### config.mk
export PLATFORM = sky130hd
export DESIGN_NAME = printf_integer_formatter_flat
export DESIGN_NICKNAME = d
export VERILOG_FILES = /design/src/rtl/pif_pkg.sv /design/src/rtl/pif_req_if.sv /design/src/rtl/pif_rsp_if.sv /design/src/rtl/printf_integer_formatter.sv /design/src/flat_wrapper.sv
export SDC_FILE = /design/constraint.sdc
export NUM_CORES = 1
export LEC_CHECK = 0
export ABC_AREA = 1
export ABC_CLOCK_PERIOD_IN_PS = 5900
export BUFFER_PORTS_ARGS = -buffer_cell sky130_fd_sc_hd__buf_2
export CORE_MARGIN = 2
export CORE_UTILIZATION = 60
export CTS_BUF_LIST = sky130_fd_sc_hd__clkbuf_4
export DETAILED_ROUTE_END_ITERATION = 10
export MAX_ROUTING_LAYER = met4
export PLACE_DENSITY = 0.77
export SYNTH_ARGS = -nofsm -noshare
export SYNTH_HDL_FRONTEND = slang
export SYNTH_SLANG_ARGS = --single-unit
### constraint.sdc
create_clock -name clock -period 5.9 [get_ports clock]
set_input_delay 0.295 -clock clock [delete_from_list [all_inputs] [get_ports clock]]
set_output_delay 0.295 -clock clock [all_outputs]
set_load 0.02 [all_outputs]
### src/rtl/pif_pkg.sv
// Shared constants for the integer formatter: radix codes, flag bit positions,
// field limits and the ASCII codes that the formatter emits.
// No dependencies; the interfaces and the top level use it by scoped names.
package pif_pkg;

   // Field widths of a request and a response.
   localparam int ValueWidth = 32;
   localparam int ModeWidth  = 2;
   localparam int FlagsWidth = 7;
   localparam int FieldWidth = 6;
   localparam int CharWidth  = 8;

   // Widest field that padding honors; larger requests saturate here.
   localparam logic [FieldWidth-1:0] MAX_WIDTH = 6'd62;

   // Radix selector codes; the unused code behaves as decimal.
   localparam logic [ModeWidth-1:0] MODE_DEC = 2'd0;
   localparam logic [ModeWidth-1:0] MODE_OCT = 2'd1;
   localparam logic [ModeWidth-1:0] MODE_HEX = 2'd2;

   // Flag bit positions.
   localparam int FLAG_SIGNED = 0;
   localparam int FLAG_PLUS   = 1;
   localparam int FLAG_SPACE  = 2;
   localparam int FLAG_PREFIX = 3;
   localparam int FLAG_ZPAD   = 4;
   localparam int FLAG_LEFT   = 5;
   localparam int FLAG_UPPER  = 6;

   // Digit register: eleven 4-bit digits cover the longest octal text.
   localparam int NumDigits = 11;
   localparam int DigBits   = 4 * NumDigits;
   localparam int BcdDigits = 10;

   // ASCII codes.
   localparam logic [CharWidth-1:0] CHAR_ZERO  = 8'h30;
   localparam logic [CharWidth-1:0] CHAR_SPACE = 8'h20;
   localparam logic [CharWidth-1:0] CHAR_MINUS = 8'h2D;
   localparam logic [CharWidth-1:0] CHAR_PLUS  = 8'h2B;
   localparam logic [CharWidth-1:0] CHAR_X     = 8'h78;
   localparam logic [CharWidth-1:0] CHAR_LA    = 8'h61;
   localparam logic [CharWidth-1:0] CHAR_UA    = 8'h41;

endpackage

### src/rtl/pif_req_if.sv
// Request channel of the integer formatter: valid/ready handshake and payload.
// Depends on pif_pkg for the field widths.
interface pif_req_if;
   logic                               valid;
   logic                               ready;
   logic [pif_pkg::ValueWidth-1:0]     value;
   logic [pif_pkg::ModeWidth-1:0]      mode;
   logic [pif_pkg::FlagsWidth-1:0]     flags;
   logic [pif_pkg::FieldWidth-1:0]     field_width;

   modport source (output valid, value, mode, flags, field_width, input ready);
   modport sink   (input valid, value, mode, flags, field_width, output ready);
endinterface

### src/rtl/pif_rsp_if.sv
// Response channel of the integer formatter: one ASCII character per transfer, last on the final one.
// Depends on pif_pkg for the character width.
interface pif_rsp_if;
   logic                               valid;
   logic                               ready;
   logic [pif_pkg::CharWidth-1:0]      char_out;
   logic                               last;

   modport source (output valid, char_out, last, input ready);
   modport sink   (input valid, char_out, last, output ready);
endinterface

### src/rtl/printf_integer_formatter.sv
// Integer formatter: turns one 32-bit value into its ASCII text, one char per response.
// Sequence: decimal loads the request, converts it (one bit per cycle), then strips
// leading zeros and sizes the padding; octal and hex skip the conversion. Then one
// character per cycle while the response side accepts, up to 64.
// Requests are taken one at a time, only while the sequencer is idle.
// Reset (synchronous, active high) returns the sequencer to idle and drops rsp valid.
module printf_integer_formatter (
   input  logic      clock,
   input  logic      reset,
   pif_req_if.sink   req_chan,
   pif_rsp_if.source rsp_chan
);

   typedef enum logic [3:0] {
      S_IDLE, S_CONV, S_STRIP, S_PRE0, S_PREX, S_LPAD, S_SIGN, S_DIG, S_RPAD
   } state_type;

   typedef enum logic [1:0] {SG_NONE, SG_MINUS, SG_PLUS, SG_SPACE} sign_type;

   state_type                            state_ff, state_in;
   sign_type                             sign_ff, sign_in;
   logic [pif_pkg::ValueWidth-1:0]       val_ff, val_in;
   logic [pif_pkg::DigBits-1:0]          dig_ff, dig_in;
   logic [4:0]                           bit_cnt_ff, bit_cnt_in;
   logic [3:0]                           nd_ff, nd_in;
   logic [pif_pkg::FieldWidth-1:0]       pad_ff, pad_in;
   logic [pif_pkg::FieldWidth-1:0]       width_ff, width_in;
   logic [pif_pkg::ModeWidth-1:0]        mode_ff, mode_in;
   logic [pif_pkg::FlagsWidth-1:0]       flags_ff, flags_in;
   logic                                 rsp_valid_ff, rsp_valid_in;
   logic [pif_pkg::CharWidth-1:0]        char_ff, char_in;
   logic                                 last_ff, last_in;

   logic                                 accept;
   logic                                 out_free;
   logic [pif_pkg::ValueWidth-1:0]       mag;
   logic [pif_pkg::DigBits-1:0]          oct_dig;
   logic [4*pif_pkg::BcdDigits-1:0]      bcd_adj;
   logic [pif_pkg::FieldWidth-1:0]       body;
   logic [pif_pkg::FieldWidth-1:0]       pad_calc;
   logic [3:0]                           top_dig;
   logic [pif_pkg::CharWidth-1:0]        dig_char;
   logic                                 left_j;
   logic                                 zero_p;
   logic                                 has_sign;

   assign accept         = req_chan.valid && req_chan.ready;
   assign req_chan.ready = (state_ff == S_IDLE);
   assign out_free       = !rsp_valid_ff || rsp_chan.ready;

   assign rsp_chan.valid    = rsp_valid_ff;
   assign rsp_chan.char_out = char_ff;
   assign rsp_chan.last     = last_ff;

   assign left_j   = flags_ff[pif_pkg::FLAG_LEFT];
   assign zero_p   = flags_ff[pif_pkg::FLAG_ZPAD];
   assign has_sign = (sign_ff != SG_NONE);

   // Magnitude: negate in signed mode when the top bit is set.
   assign mag = (req_chan.flags[pif_pkg::FLAG_SIGNED] && req_chan.value[pif_pkg::ValueWidth-1])
                ? (~req_chan.value + 32'd1) : req_chan.value;

   // Octal digits are 3-bit groups, each widened to a 4-bit digit slot.
   always_comb begin
      logic [3*pif_pkg::NumDigits-1:0] v33;
      v33 = {1'b0, mag};
      for (int k = 0; k < pif_pkg::NumDigits; k++) begin
         oct_dig[4*k +: 4] = {1'b0, v33[3*k +: 3]};
      end
   end

   // Double-dabble correction: every BCD digit of 5 or more gets 3 added.
   always_comb begin
      for (int k = 0; k < pif_pkg::BcdDigits; k++) begin
         bcd_adj[4*k +: 4] = (dig_ff[4*k +: 4] >= 4'd5) ? (dig_ff[4*k +: 4] + 4'd3)
                                                         : dig_ff[4*k +: 4];
      end
   end

   // Padding is the width left over after the sign and the digits.
   assign body     = {2'b00, nd_ff} + {5'd0, has_sign};
   assign pad_calc = (width_ff > body) ? (width_ff - body) : '0;

   // Character for the most significant remaining digit.
   assign top_dig = dig_ff[pif_pkg::DigBits-1 -: 4];
   always_comb begin
      if (top_dig < 4'd10) begin
         dig_char = pif_pkg::CHAR_ZERO + {4'd0, top_dig};
      end else if (flags_ff[pif_pkg::FLAG_UPPER]) begin
         dig_char = pif_pkg::CHAR_UA + {4'd0, top_dig} - 8'd10;
      end else begin
         dig_char = pif_pkg::CHAR_LA + {4'd0, top_dig} - 8'd10;
      end
   end

   // First state of the body (sign, padding, digits), given the padding count.
   function automatic state_type body_start(input logic lj, input logic zp,
                                            input logic sg, input logic [5:0] pd);
      state_type st;
      if (lj) begin
         st = sg ? S_SIGN : S_DIG;
      end else if (zp) begin
         st = sg ? S_SIGN : ((pd != '0) ? S_LPAD : S_DIG);
      end else begin
         st = (pd != '0) ? S_LPAD : (sg ? S_SIGN : S_DIG);
      end
      return st;
   endfunction

   // Sequencer: load, convert (decimal only), strip leading zeros, then emit characters.
   always_comb begin
      state_in     = state_ff;
      sign_in      = sign_ff;
      val_in       = val_ff;
      dig_in       = dig_ff;
      bit_cnt_in   = bit_cnt_ff;
      nd_in        = nd_ff;
      pad_in       = pad_ff;
      width_in     = width_ff;
      mode_in      = mode_ff;
      flags_in     = flags_ff;
      rsp_valid_in = rsp_valid_ff && !rsp_chan.ready;
      char_in      = char_ff;
      last_in      = last_ff;

      case (state_ff)
         S_IDLE: begin
            if (accept) begin
               flags_in   = req_chan.flags;
               mode_in    = req_chan.mode;
               width_in   = (req_chan.field_width > pif_pkg::MAX_WIDTH)
                            ? pif_pkg::MAX_WIDTH : req_chan.field_width;
               val_in     = mag;
               nd_in      = 4'(pif_pkg::NumDigits);
               bit_cnt_in = 5'd31;
               if (req_chan.flags[pif_pkg::FLAG_SIGNED] &&
                   req_chan.value[pif_pkg::ValueWidth-1]) begin
                  sign_in = SG_MINUS;
               end else if (req_chan.flags[pif_pkg::FLAG_PLUS]) begin
                  sign_in = SG_PLUS;
               end else if (req_chan.flags[pif_pkg::FLAG_SPACE]) begin
                  sign_in = SG_SPACE;
               end else begin
                  sign_in = SG_NONE;
               end
               if (req_chan.mode == pif_pkg::MODE_OCT) begin
                  dig_in   = oct_dig;
                  state_in = S_STRIP;
               end else if (req_chan.mode == pif_pkg::MODE_HEX) begin
                  dig_in   = {12'd0, mag};
                  state_in = S_STRIP;
               end else begin
                  dig_in   = '0;
                  state_in = S_CONV;
               end
            end
         end
         S_CONV: begin
            // One bit of the binary value shifts into the BCD digits each cycle.
            dig_in     = {4'd0, bcd_adj[4*pif_pkg::BcdDigits-2:0], val_ff[pif_pkg::ValueWidth-1]};
            val_in     = {val_ff[pif_pkg::ValueWidth-2:0], 1'b0};
            bit_cnt_in = bit_cnt_ff - 5'd1;
            if (bit_cnt_ff == '0) begin
               state_in = S_STRIP;
            end
         end
         S_STRIP: begin
            if (top_dig == 4'd0 && nd_ff > 4'd1) begin
               dig_in = {dig_ff[pif_pkg::DigBits-5:0], 4'd0};
               nd_in  = nd_ff - 4'd1;
            end else begin
               pad_in = pad_calc;
               if (flags_ff[pif_pkg::FLAG_PREFIX] &&
                   (mode_ff == pif_pkg::MODE_OCT || mode_ff == pif_pkg::MODE_HEX)) begin
                  state_in = S_PRE0;
               end else begin
                  state_in = body_start(left_j, zero_p, has_sign, pad_calc);
               end
            end
         end
         S_PRE0: begin
            if (out_free) begin
               rsp_valid_in = 1'b1;
               char_in      = pif_pkg::CHAR_ZERO;
               last_in      = 1'b0;
               state_in     = (mode_ff == pif_pkg::MODE_HEX) ? S_PREX
                              : body_start(left_j, zero_p, has_sign, pad_ff);
            end
         end
         S_PREX: begin
            if (out_free) begin
               rsp_valid_in = 1'b1;
               char_in      = pif_pkg::CHAR_X;
               last_in      = 1'b0;
               state_in     = body_start(left_j, zero_p, has_sign, pad_ff);
            end
         end
         S_SIGN: begin
            if (out_free) begin
               rsp_valid_in = 1'b1;
               last_in      = 1'b0;
               case (sign_ff)
                  SG_MINUS: char_in = pif_pkg::CHAR_MINUS;
                  SG_PLUS:  char_in = pif_pkg::CHAR_PLUS;
                  default:  char_in = pif_pkg::CHAR_SPACE;
               endcase
               state_in = (!left_j && zero_p && pad_ff != '0) ? S_LPAD : S_DIG;
            end
         end
         S_LPAD: begin
            // Leading padding: zeros after the sign, or spaces before it.
            if (out_free) begin
               rsp_valid_in = 1'b1;
               char_in      = zero_p ? pif_pkg::CHAR_ZERO : pif_pkg::CHAR_SPACE;
               last_in      = 1'b0;
               pad_in       = pad_ff - 6'd1;
               if (pad_ff == 6'd1) begin
                  state_in = (!zero_p && has_sign) ? S_SIGN : S_DIG;
               end
            end
         end
         S_DIG: begin
            if (out_free) begin
               rsp_valid_in = 1'b1;
               char_in      = dig_char;
               dig_in       = {dig_ff[pif_pkg::DigBits-5:0], 4'd0};
               nd_in        = nd_ff - 4'd1;
               last_in      = (nd_ff == 4'd1) && !(left_j && pad_ff != '0);
               if (nd_ff == 4'd1) begin
                  state_in = (left_j && pad_ff != '0) ? S_RPAD : S_IDLE;
               end
            end
         end
         S_RPAD: begin
            if (out_free) begin
               rsp_valid_in = 1'b1;
               char_in      = pif_pkg::CHAR_SPACE;
               last_in      = (pad_ff == 6'd1);
               pad_in       = pad_ff - 6'd1;
               if (pad_ff == 6'd1) begin
                  state_in = S_IDLE;
               end
            end
         end
         default: begin
            state_in = S_IDLE;
         end
      endcase
   end

   // State and registered outputs.
   always_ff @(posedge clock) begin
      if (reset) begin
         state_ff     <= S_IDLE;
         rsp_valid_ff <= 1'b0;
      end else begin
         state_ff     <= state_in;
         rsp_valid_ff <= rsp_valid_in;
      end
      sign_ff    <= sign_in;
      val_ff     <= val_in;
      dig_ff     <= dig_in;
      bit_cnt_ff <= bit_cnt_in;
      nd_ff      <= nd_in;
      pad_ff     <= pad_in;
      width_ff   <= width_in;
      mode_ff    <= mode_in;
      flags_ff   <= flags_in;
      char_ff    <= char_in;
      last_ff    <= last_in;
   end

endmodule

### src/flat_wrapper.sv
// flat-port wrapper written by rule: the top's interface ports become plain ports
module printf_integer_formatter_flat 
  (clock, reset, req_chan_valid, req_chan_value, req_chan_mode, req_chan_flags, req_chan_field_width, req_chan_ready, rsp_chan_valid, rsp_chan_char_out, rsp_chan_last, rsp_chan_ready);
  pif_req_if req_chan_i ();
  pif_rsp_if rsp_chan_i ();
  input  logic clock;
  input  logic reset;
  input wire logic [$bits(req_chan_i.valid)-1:0] req_chan_valid;
  input wire logic [$bits(req_chan_i.value)-1:0] req_chan_value;
  input wire logic [$bits(req_chan_i.mode)-1:0] req_chan_mode;
  input wire logic [$bits(req_chan_i.flags)-1:0] req_chan_flags;
  input wire logic [$bits(req_chan_i.field_width)-1:0] req_chan_field_width;
  output wire logic [$bits(req_chan_i.ready)-1:0] req_chan_ready;
  output wire logic [$bits(rsp_chan_i.valid)-1:0] rsp_chan_valid;
  output wire logic [$bits(rsp_chan_i.char_out)-1:0] rsp_chan_char_out;
  output wire logic [$bits(rsp_chan_i.last)-1:0] rsp_chan_last;
  input wire logic [$bits(rsp_chan_i.ready)-1:0] rsp_chan_ready;
  assign req_chan_i.valid = req_chan_valid;
  assign req_chan_i.value = req_chan_value;
  assign req_chan_i.mode = req_chan_mode;
  assign req_chan_i.flags = req_chan_flags;
  assign req_chan_i.field_width = req_chan_field_width;
  assign req_chan_ready = req_chan_i.ready;
  assign rsp_chan_valid = rsp_chan_i.valid;
  assign rsp_chan_char_out = rsp_chan_i.char_out;
  assign rsp_chan_last = rsp_chan_i.last;
  assign rsp_chan_i.ready = rsp_chan_ready;
  printf_integer_formatter u_core (.clock(clock), .reset(reset), .req_chan(req_chan_i), .rsp_chan(rsp_chan_i));
endmodule
-- Word level (Yosys, flattened, before mapping)
Index checks and enable logic that the tools add are counted.
- $add $sub $neg: 21
- $lt $le $gt $ge: 14
- equal/unequal tests: 31
- multiplexer cells: 79
- bitwise gates (word level): 1
- reduce and logical (&&, ||, !) cells: 40
- operators by type and width (kind ; number):
    $mux 44 ; 4
    $pmux 44 s4 ; 1
    $mux 4 ; 36
    $mux 32 ; 3
    $mux 8 ; 8
    $pmux 32 s2 ; 1
    $pmux 8 s6 ; 1
    $ge 4x3->1 const B ; 10
    $add 4x2->4 const B ; 9
    $pmux 4 s9 ; 1
    $add 32x1->32 const B ; 1
    $not 32->32 ; 1
    $ne 2x1->1 const B ; 13
    $mux 6 ; 3
    $reduce_bool 6->1 ; 3
    $add 7x4->8 const A ; 2
    $eq 4x3->1 const B ; 4
    $sub 8x4->8 const B ; 2
    $mux 2 ; 6
    $pmux 4 s3 ; 1
    $pmux 6 s2 ; 1
    $reduce_and 12->1 ; 1
    $reduce_and 4->1 ; 3
    $logic_and 1x1->1 ; 10
    37 further kinds ; 61
- flip-flop bits (word level): 122
- logic and storage cells: 199

-- Longest topological paths before layout
Gate-level depths: netlist (run 1).
- word-level depth: 12
- mapped depth: 22
- mapped depth without buffers: 22

-- Worst setup path after synthesis (run 1)
No wires, ideal clock.
- kind: reg-to-reg
- start: register u_core.state_ff[2]
- end: register u_core.dig_ff[0] (netlist name), enable pin
- library setup time: 512 ps
- arrival time: 4497 ps
- path slack: 891 ps
- cell stages (with the launch flop): 8
- buffers on the path: 2
- period minus slack after synthesis: 5009 ps
- path through: dfxtp_1 > inv_1 > nand2_2 > nor2_1 > buf_2 > inv_2 > buf_2 > a211oi_1
- cells in the longest elaborated chain, start to end: 4
- elaborated cells on any way between the ends: 10
- classes of those cells: 6 x eq/ne; 4 x reduce/logical
- RTL lines (element ; RTL line ; text):
    start, declared ; printf_integer_formatter.sv:20 ; state_type state_ff, state_in;
    start signal, assigned ; printf_integer_formatter.sv:257 ; state_ff <= state_in;
    $logic_not 4->1 ; printf_integer_formatter.sv:48, printf_integer_formatter.sv:126 ;
    $logic_and 1x1->1 ; printf_integer_formatter.sv:47 ; assign accept = req_chan.valid && req_chan.ready;
    $ne 2x2->1 (no source line) ; - ;
    $reduce_and 4->1 (no source line) * ; - ;
    end signal, assigned ; printf_integer_formatter.sv:262 ; dig_ff <= dig_in;
    end, declared ; printf_integer_formatter.sv:23 ; logic [pif_pkg::DigBits-1:0] dig_ff, dig_in;
Mark *: on every way between the ends. The rest lies on a longest branch, timed or not.
A chain may end at the register's enable or synchronous reset.

-- Worst setup path after layout (run 1)
- start: register u_core.state_ff[3]
- end: register u_core.dig_ff[26] (netlist name), data pin
- cells in the longest elaborated chain, start to end: 2
- elaborated cells on any way between the ends: 5
- classes of those cells: 3 x eq/ne; 1 x mux; 1 x reduce/logical
- RTL lines (element ; RTL line ; text):
    $eq 4x3->1 (tied with other cells) ; printf_integer_formatter.sv:126 ; case (state_ff)
    $pmux 44 s4 * ; printf_integer_formatter.sv:126 ;
    via u_core.dig_in (one bit) ; printf_integer_formatter.sv:23 ;
The timed path passes the listed nets; every way through them passes the cells marked *.

==> flow_summary.ini, run 1 <==
[timing]
slew_viol_final = 0
rsz0062_at_grt = no
final_hold_viol_count = 0
finalSetupViolCount = 0
setup_slack_ns = 2.82
fmax_mhz = 325
period_share_pct = 52.2
setup_tns_ns = 0
fin_crit_ns = 3.08
tightest_slew_ns = 0.909
maxSlewHeadroom_pct = 39.3
skew_ns = 0.0206

[min_path]
hold_end = u_core.sign_ff[0]$_SDFFCE_PP1P_
hold_path.startpoint = req_chan_flags[1]
min_path_cells = 2
hold_class = input port to register

[run]
max-cap-violations = 0

[global_route]
grt_max_degree = 66
grt_pass1_wl_mm = 30.4
antenna_found_initial = 1
grt_usage_pct = 27.7
grt_pass1_vias = 6523
grt_overflow = 0

[worst_setup_path]
required_ns = 6.33
cpMaxStageDelayCell = nor2_4
cp-start-kind = register
end_kind = register
path_buf_inv = 6
cp_common_cell = inv_2
cp.arrival_ns = 3.51
worstSetupPathType = register to register
path_delay_family = simple AND/OR/NAND/NOR gates
path_cells = inv_2, nand2_2, inv_2, nand2_2, inv_2, nor2_4, inv_2, nor2_4, inv_2, nor2_4, inv_2, or2_1, nand3_1
cp_max_fo = 30
r2r_slack_ns = 2.82
reg2reg_to = u_core.dig_ff[26]$_DFFE_PP_
timing.rr.start = u_core.state_ff[3]$_SDFFE_PP0P_
slowest_delay_ns = 0.56
rr_worst_depth = 13

[pwr]
ir_worst_vdd_uv = 226
p_leak_nw = 3.88
powerDensity_mw_per_mm2 = 467
power_mw = 4.18

[clock_network]
clk_pin_slew_ns = 0.11
clock-sinks = 118
worstSkewPairLatency_ns = 0.56
clockBufferDepth = 2
root_buffer = clkbuf_4
tritoncts = yes
h-tree-depth = 4
cts-resized-gates = 0
cts_buffers = 17

[routing]
routed_wl_mm = 18.7
drc_errors = 0
num_vias = 6890
wl_per_cell_um = 14.9
drtIter0Drc = 656
vias_per_cell = 5.50
first_pass_iters = 5
final_antenna_net_count = 0

[synthesis]
synth_area_mm2 = 0.00808
ys.warnings.count = 0
yosysMostFrequentCell = nand2_1
async_flop_share_pct = 0
yosysSeqAreaShare_pct = 43.3
synth.avg_cell_area_um2 = 8.12
ys_ff_latch = 118
synth_top_area_share_pct = 42.0
synth_edf_count = 113
synth_area_leaders = edfxtp_1 (42%), nand2_1 (11%), ha_1 (6.5%)
netlist_instances = 994
synth_common_cells = nand2_1 (232), inv_1 (140), edfxtp_1 (113)
synth_top_cell_by_area = edfxtp_1
yosysUniqueCellTypes = 54
synth_nets = 1088
synth_flop_cell = edfxtp_1

[final_layout]
syn_to_final_growth_pct = 10.8
fin_nets = 1156
drive_gt1_share_pct = 12.6
instances_no_fill = 1252

[floorplanning]
std_cell_rows = 42
die_w_um = 120
die_h_um = 120
ioPinCount = 62
core_area_mm2 = 0.0132
initial_utilization_pct = 61.2
dieArea_mm2 = 0.0144

[outcome]
outcome = finished clean

[place]
globalplace.congestion = 0.960
post-dp-hpwl_mm = 13.5
pre_cts_slack_ns = 2.89
port_buffers = 60
dp.cells = 1206
==> cell type report <==
type,count,area [um2]
tap,176,220
clock inverter,13,138
clock buffer,19,143
antenna,1,2.50
timing repair buffer,78,468
sequential,118,3490
multi-input combinational,696,3920
inverter,151,567
fill,1132,4240
==> placed cells by master (no fill, tap or decap), types with 14 or more instances in the layout <==
| cell | n |
|---|---|
| a21oi_1 | 34 |
| xor2_1 | 33 |
| buf_2 | 60 |
| nor3_1 | 14 |
| edfxtp_1 | 113 |
| clkbuf_4 | 19 |
| nand3_1 | 59 |
| o211ai_1 | 16 |
| nand2_1 | 232 |
| inv_1 | 140 |
| o21ai_0 | 68 |
| nor2_1 | 81 |
| ha_1 | 42 |
==> sequential cells by signal, summed over array words and instances (netlist names), 2 cells and up <==
register / flops
u_core.rsp_chan.char_out: 7
u_core.sign_ff: 2
u_core.val_ff: 32
u_core.flags_ff: 4
u_core.nd_ff: 4
u_core.state_ff: 4
u_core.mode_ff: 2
u_core.pad_ff: 6
u_core.dig_ff: 44
u_core.width_ff: 6
u_core.bit_cnt_ff: 5
==> per-layer routing <==
metal	global-route usage, %	vias to the layer above	wire (um)	part of all wire, %
met4	12.1	0	552	3.0
met3	5.13	41	1210	6.5
met2	43.1	220	8580	46
met5	-	-	0	0
li1	-	3460	-	-
met1	35.5	3169	8320	45
==> power breakdown <==
group | leakage (nW) | internal (mW) | switching, mW | total, mW
logic | 2.61 | 0.606 | 1.27 | 1.88
registers | 1.12 | 1.48 | 0.221 | 1.70
clock network | 0.156 | 0.293 | 0.303 | 0.596
==> stage by stage <==
step	hold slack [ns]	util, %	area [um2]
detailed placement	0.462	64.7	8530
global placement	0.459	64.7	8530
CTS	0.0549	67.8	8940
global route	0.0659	67.8	8950
finish	0.0926	67.8	8950
floorplan	0.364	-	8080
==> cells by family (layout without fill, tap and decap cells) <==
group | count (synthesis) | count (layout) | share of synthesized area, %
muxes | 1 | 1 | 0.124
DFF | 118 | 118 | 43.3
buffers and inverters | 180 | 261 | 8.63
other | 1 | 2 | 0.0464
and+or+nand+nor | 426 | 426 | 22.7
adders and majority gates | 43 | 43 | 6.76
AOI/OAI and AO/OA | 182 | 182 | 13.8
xor gates and xnor gates | 43 | 43 | 4.76
==> worst max-delay path by stage <==
stage | from | to | slack, ns | cells past startpoint
after CTS | u_core.state_ff[3]$_SDFFE_PP0P_ | u_core.dig_ff[26]$_DFFE_PP_ | 2.84 | 13
after detailed placement | u_core.state_ff[3]$_SDFFE_PP0P_ | u_core.dig_ff[26]$_DFFE_PP_ | 2.89 | 13
after floorplan | u_core.state_ff[2]$_SDFFE_PP0P_ | u_core.dig_ff[0]$_DFFE_PP_ | 0.89 | 7
final | u_core.state_ff[3]$_SDFFE_PP0P_ | u_core.dig_ff[26]$_DFFE_PP_ | 2.82 | 13
after global placement | u_core.state_ff[3]$_SDFFE_PP0P_ | u_core.dig_ff[26]$_DFFE_PP_ | 2.96 | 13
after global routing | u_core.state_ff[3]$_SDFFE_PP0P_ | u_core.dig_ff[26]$_DFFE_PP_ | 2.57 | 13
==> what timing repair did <==
action / in CTS / in global routing
hold buffers: 13 / 0
setup buffers: 0 / 0
endpoints found under the hold margin: 17 / 0
No activity file was read; power rests on OpenSTA's default activity.
==> run 2, diff against run 1 <==
--- a/config.mk
+++ b/config.mk
@@ -5,15 +5,15 @@
 export SDC_FILE = /design/constraint.sdc
 export NUM_CORES = 1
 export LEC_CHECK = 0
-export ABC_AREA = 1
-export ABC_CLOCK_PERIOD_IN_PS = 5900
+export ABC_AREA = 0
+export ABC_CLOCK_PERIOD_IN_PS = 2600
 export BUFFER_PORTS_ARGS = -buffer_cell sky130_fd_sc_hd__buf_2
 export CORE_MARGIN = 2
-export CORE_UTILIZATION = 60
+export CORE_UTILIZATION = 57
 export CTS_BUF_LIST = sky130_fd_sc_hd__clkbuf_4
 export DETAILED_ROUTE_END_ITERATION = 10
 export MAX_ROUTING_LAYER = met4
-export PLACE_DENSITY = 0.77
+export PLACE_DENSITY = 0.76
 export SYNTH_ARGS = -nofsm -noshare
 export SYNTH_HDL_FRONTEND = slang
 export SYNTH_SLANG_ARGS = --single-unit
==> constraint.sdc (replaced) <==
create_clock -name clock -period 2.6 [get_ports clock]
set_input_delay 0.13 -clock clock [delete_from_list [all_inputs] [get_ports clock]]
set_output_delay 0.13 -clock clock [all_outputs]
set_load 0.02 [all_outputs]
==> run 2 against run 1 <==
Compared with the run above:
- the flow now finishes with violations (setup timing)
- register-to-register slack got worse by 3.1 ns
- critical endpoint is now u_core.state_ff[0]$_SDFFE_PP0P_
- core utilization rose by 3.1 points
- largest cell class unchanged
- sequential share of layout area shrank 2.1 points
- largest power group unchanged
- clock skew shrank 0.0019 ns
- synthesized cell count fell by 19%
- worst setup slack got worse by 3.1 ns
==> flow_summary.ini, run 2 <==
[outcome]
outcome = finished with violations
violations = setup timing

[routing]
first_pass_iters = 6
final_antenna_net_count = 0
wl_met1_mm = 8.17
route.met2.wl_mm = 9.90
drc_errors = 0
routed_wl_mm = 19.8
top_layer = met4
vias_per_cell = 6.18
num_vias = 6848
wl_per_cell_um = 17.9
drtIter0Drc = 663
met3WireLength_mm = 1.40

[final_layout]
layout_commonest_cell = edfxtp_1
register_area_mm2 = 0.00349
antennaDiodeCount = 0
num-fill-cells = 993
instances_no_fill = 1108
final_cell_mix = edfxtp_1 (113), a21oi_1 (80), nor2_1 (75)
syn_to_final_growth_pct = 21.0
largest_reg_flops = 44
utilization_pct = 70.9
drive_gt1_share_pct = 22.0
fin_nets = 1013
multi_input_area_mm2 = 0.00426
max_flop_register = u_core.dig_ff

[synthesis]
synth_nets = 899
ys_ff_latch = 118
async_flop_share_pct = 0
synth.avg_cell_area_um2 = 9.72
yosysMostFrequentCell = edfxtp_1
synth_common_cells = edfxtp_1 (113), a21oi_1 (83), nor2_1 (77)
synth_area_leaders = edfxtp_1 (43%), ha_1 (6.7%), a21oi_1 (5.3%)
synth_area_mm2 = 0.00783
synth_top_area_share_pct = 43.4
synth_top_cell_by_area = edfxtp_1
synth_flop_cell = edfxtp_1
yosysUniqueCellTypes = 65
netlist_instances = 805
synth_edf_count = 113
ys.warnings.count = 0
yosysSeqAreaShare_pct = 44.6

[worst_setup_path]
path_cells = inv_2, ha_4, inv_4, ha_4, ha_4, fa_2, nand2b_4, a21oi_4, a21oi_2, or2_2, o311a_1, o41ai_2
cp.arrival_ns = 3.32
end_kind = register
path_delay_family = adder cells
cp-start-kind = register
timing.rr.start = u_core.sign_ff[0]$_SDFFCE_PP1P_
path_buf_inv = 2
cp_common_cell = ha_4
cpMaxStageDelayCell = edfxtp_1
required_ns = 3.03
crit_start = u_core.sign_ff[0]$_SDFFCE_PP1P_
cp_max_fo = 4
slowest_delay_ns = 0.43
worstSetupPathType = register to register

[timing]
tightest_slew_ns = 0.596
finalSetupViolCount = 3
setup_tns_ns = -0.493
setup_slack_ns = -0.282
fin_crit_ns = 2.88
slew_viol_final = 0
rsz0062_at_grt = yes
maxSlewHeadroom_pct = 59.8
period_share_pct = 111
final_hold_viol_count = 0
skew_ns = 0.0186
fmax_mhz = 347

[run]
max-cap-violations = 0

[floorplanning]
die_h_um = 121
dieArea_mm2 = 0.0147
initial_utilization_pct = 58.6
die_w_um = 121
ioPinCount = 62
core_area_mm2 = 0.0133
std_cell_rows = 42

[pwr]
power_mw = 10.9
ir_worst_vdd_uv = 651
powerDensity_mw_per_mm2 = 1150
p_leak_nw = 3.53

[min_path]
hold_class = input port to register
hold_path.startpoint = req_chan_value[29]

[global_route]
antenna_found_initial = 0
grt_usage_pct = 28.6
grt_overflow = 0
grt_pass1_wl_mm = 32.0
grt_max_degree = 49
grt_pass1_vias = 6604

[place]
port_buffers = 60
pre_cts_slack_ns = -0.407
post-dp-hpwl_mm = 13.9
dp.cells = 1049
globalplace.congestion = 0.900

[clock_network]
cts_buffers = 17
clockBufferDepth = 2
h-tree-depth = 4
worstSkewPairLatency_ns = 0.53
tritoncts = yes
clk_pin_slew_ns = 0.12
clock-sinks = 118
root_buffer = clkbuf_4
run 2: changes by cell type in the layout (fill, tap and decap cells not counted), sizes merged, moves of 21 or more:
cell and delta:
a21oi +47, nor3b +21, nand2 -175, inv -102
xnor2 +24, o221ai +21, buf +55, nand3 -47
o21ai -21
run 2: power by group:
group	total, mW	internal [mW]	switching, mW
Combinational	5.49	2.47	3.02
Sequential	4.00	3.29	0.711
Clock	1.38	0.665	0.711
run 2: final timing paths:
path	end	slack, ns	depth (start not counted)
min	u_core.dig_ff[38]$_DFFE_PP_	0.05	3
max reg2reg	u_core.state_ff[0]$_SDFFE_PP0P_	-0.28	12
max	u_core.state_ff[0]$_SDFFE_PP0P_	-0.28	12
min reg2reg	u_core.dig_ff[0]$_DFFE_PP_	0.54	2
run 2: stage by stage:
stage | hold slack, ns | instance area, um2
2_1_floorplan | 0.199 | 7920
3_3_place_gp | 0.306 | 8740
3_5_place_dp | 0.308 | 8740
4_1_cts | 0.00698 | 9310
5_1_grt | 0.0491 | 9470
6_report | 0.0540 | 9470
run 2: cells by family after synthesis:
group	count (synthesis)	synth area share (%)
adder cells (fa/ha/maj)	43	6.97
buffers and inverters	91	4.52
multiplexers	4	0.512
AO/OA/AOI/OAI	235	19.7
XOR/XNOR	61	7.21
other	1	0.0479
flip-flops	118	44.6
AND/OR/NAND/NOR	252	16.4
run 2: routing by layer:
metal	vias up	global-route usage, %
met2	334	47.1
met3	38	4.84
met1	3295	35.5
li1	3181	-
met4	0	10.8
met5	-	-
run 2: layout make-up:
class / instances / share of cell area [%]
multi-input combinational: 596 / 45.0
sequential: 118 / 36.9
clock inverter: 14 / 1.67
tap: 176 / 2.33
clock buffer: 18 / 1.43
inverter: 48 / 1.93
timing repair buffer: 138 / 10.7
run 2: worst reg2reg max path, delay by kind of cell, from the launching register on:
kind / cells / cell delay [ns]
simple gates: 2 / 0.45
buf+inv: 2 / 0.14
fa+ha+maj: 4 / 0.91
compound gates: 4 / 0.85
flops: 1 / 0.43
run 2: repair_timing:
action	4_1_cts	5_1_grt
setup endpoints to repair	7	9
hold buffers	18	0
buffers inserted	4	5
pin swaps	12	13
gates resized for setup	18	24
endpoints found under the hold margin	21	0
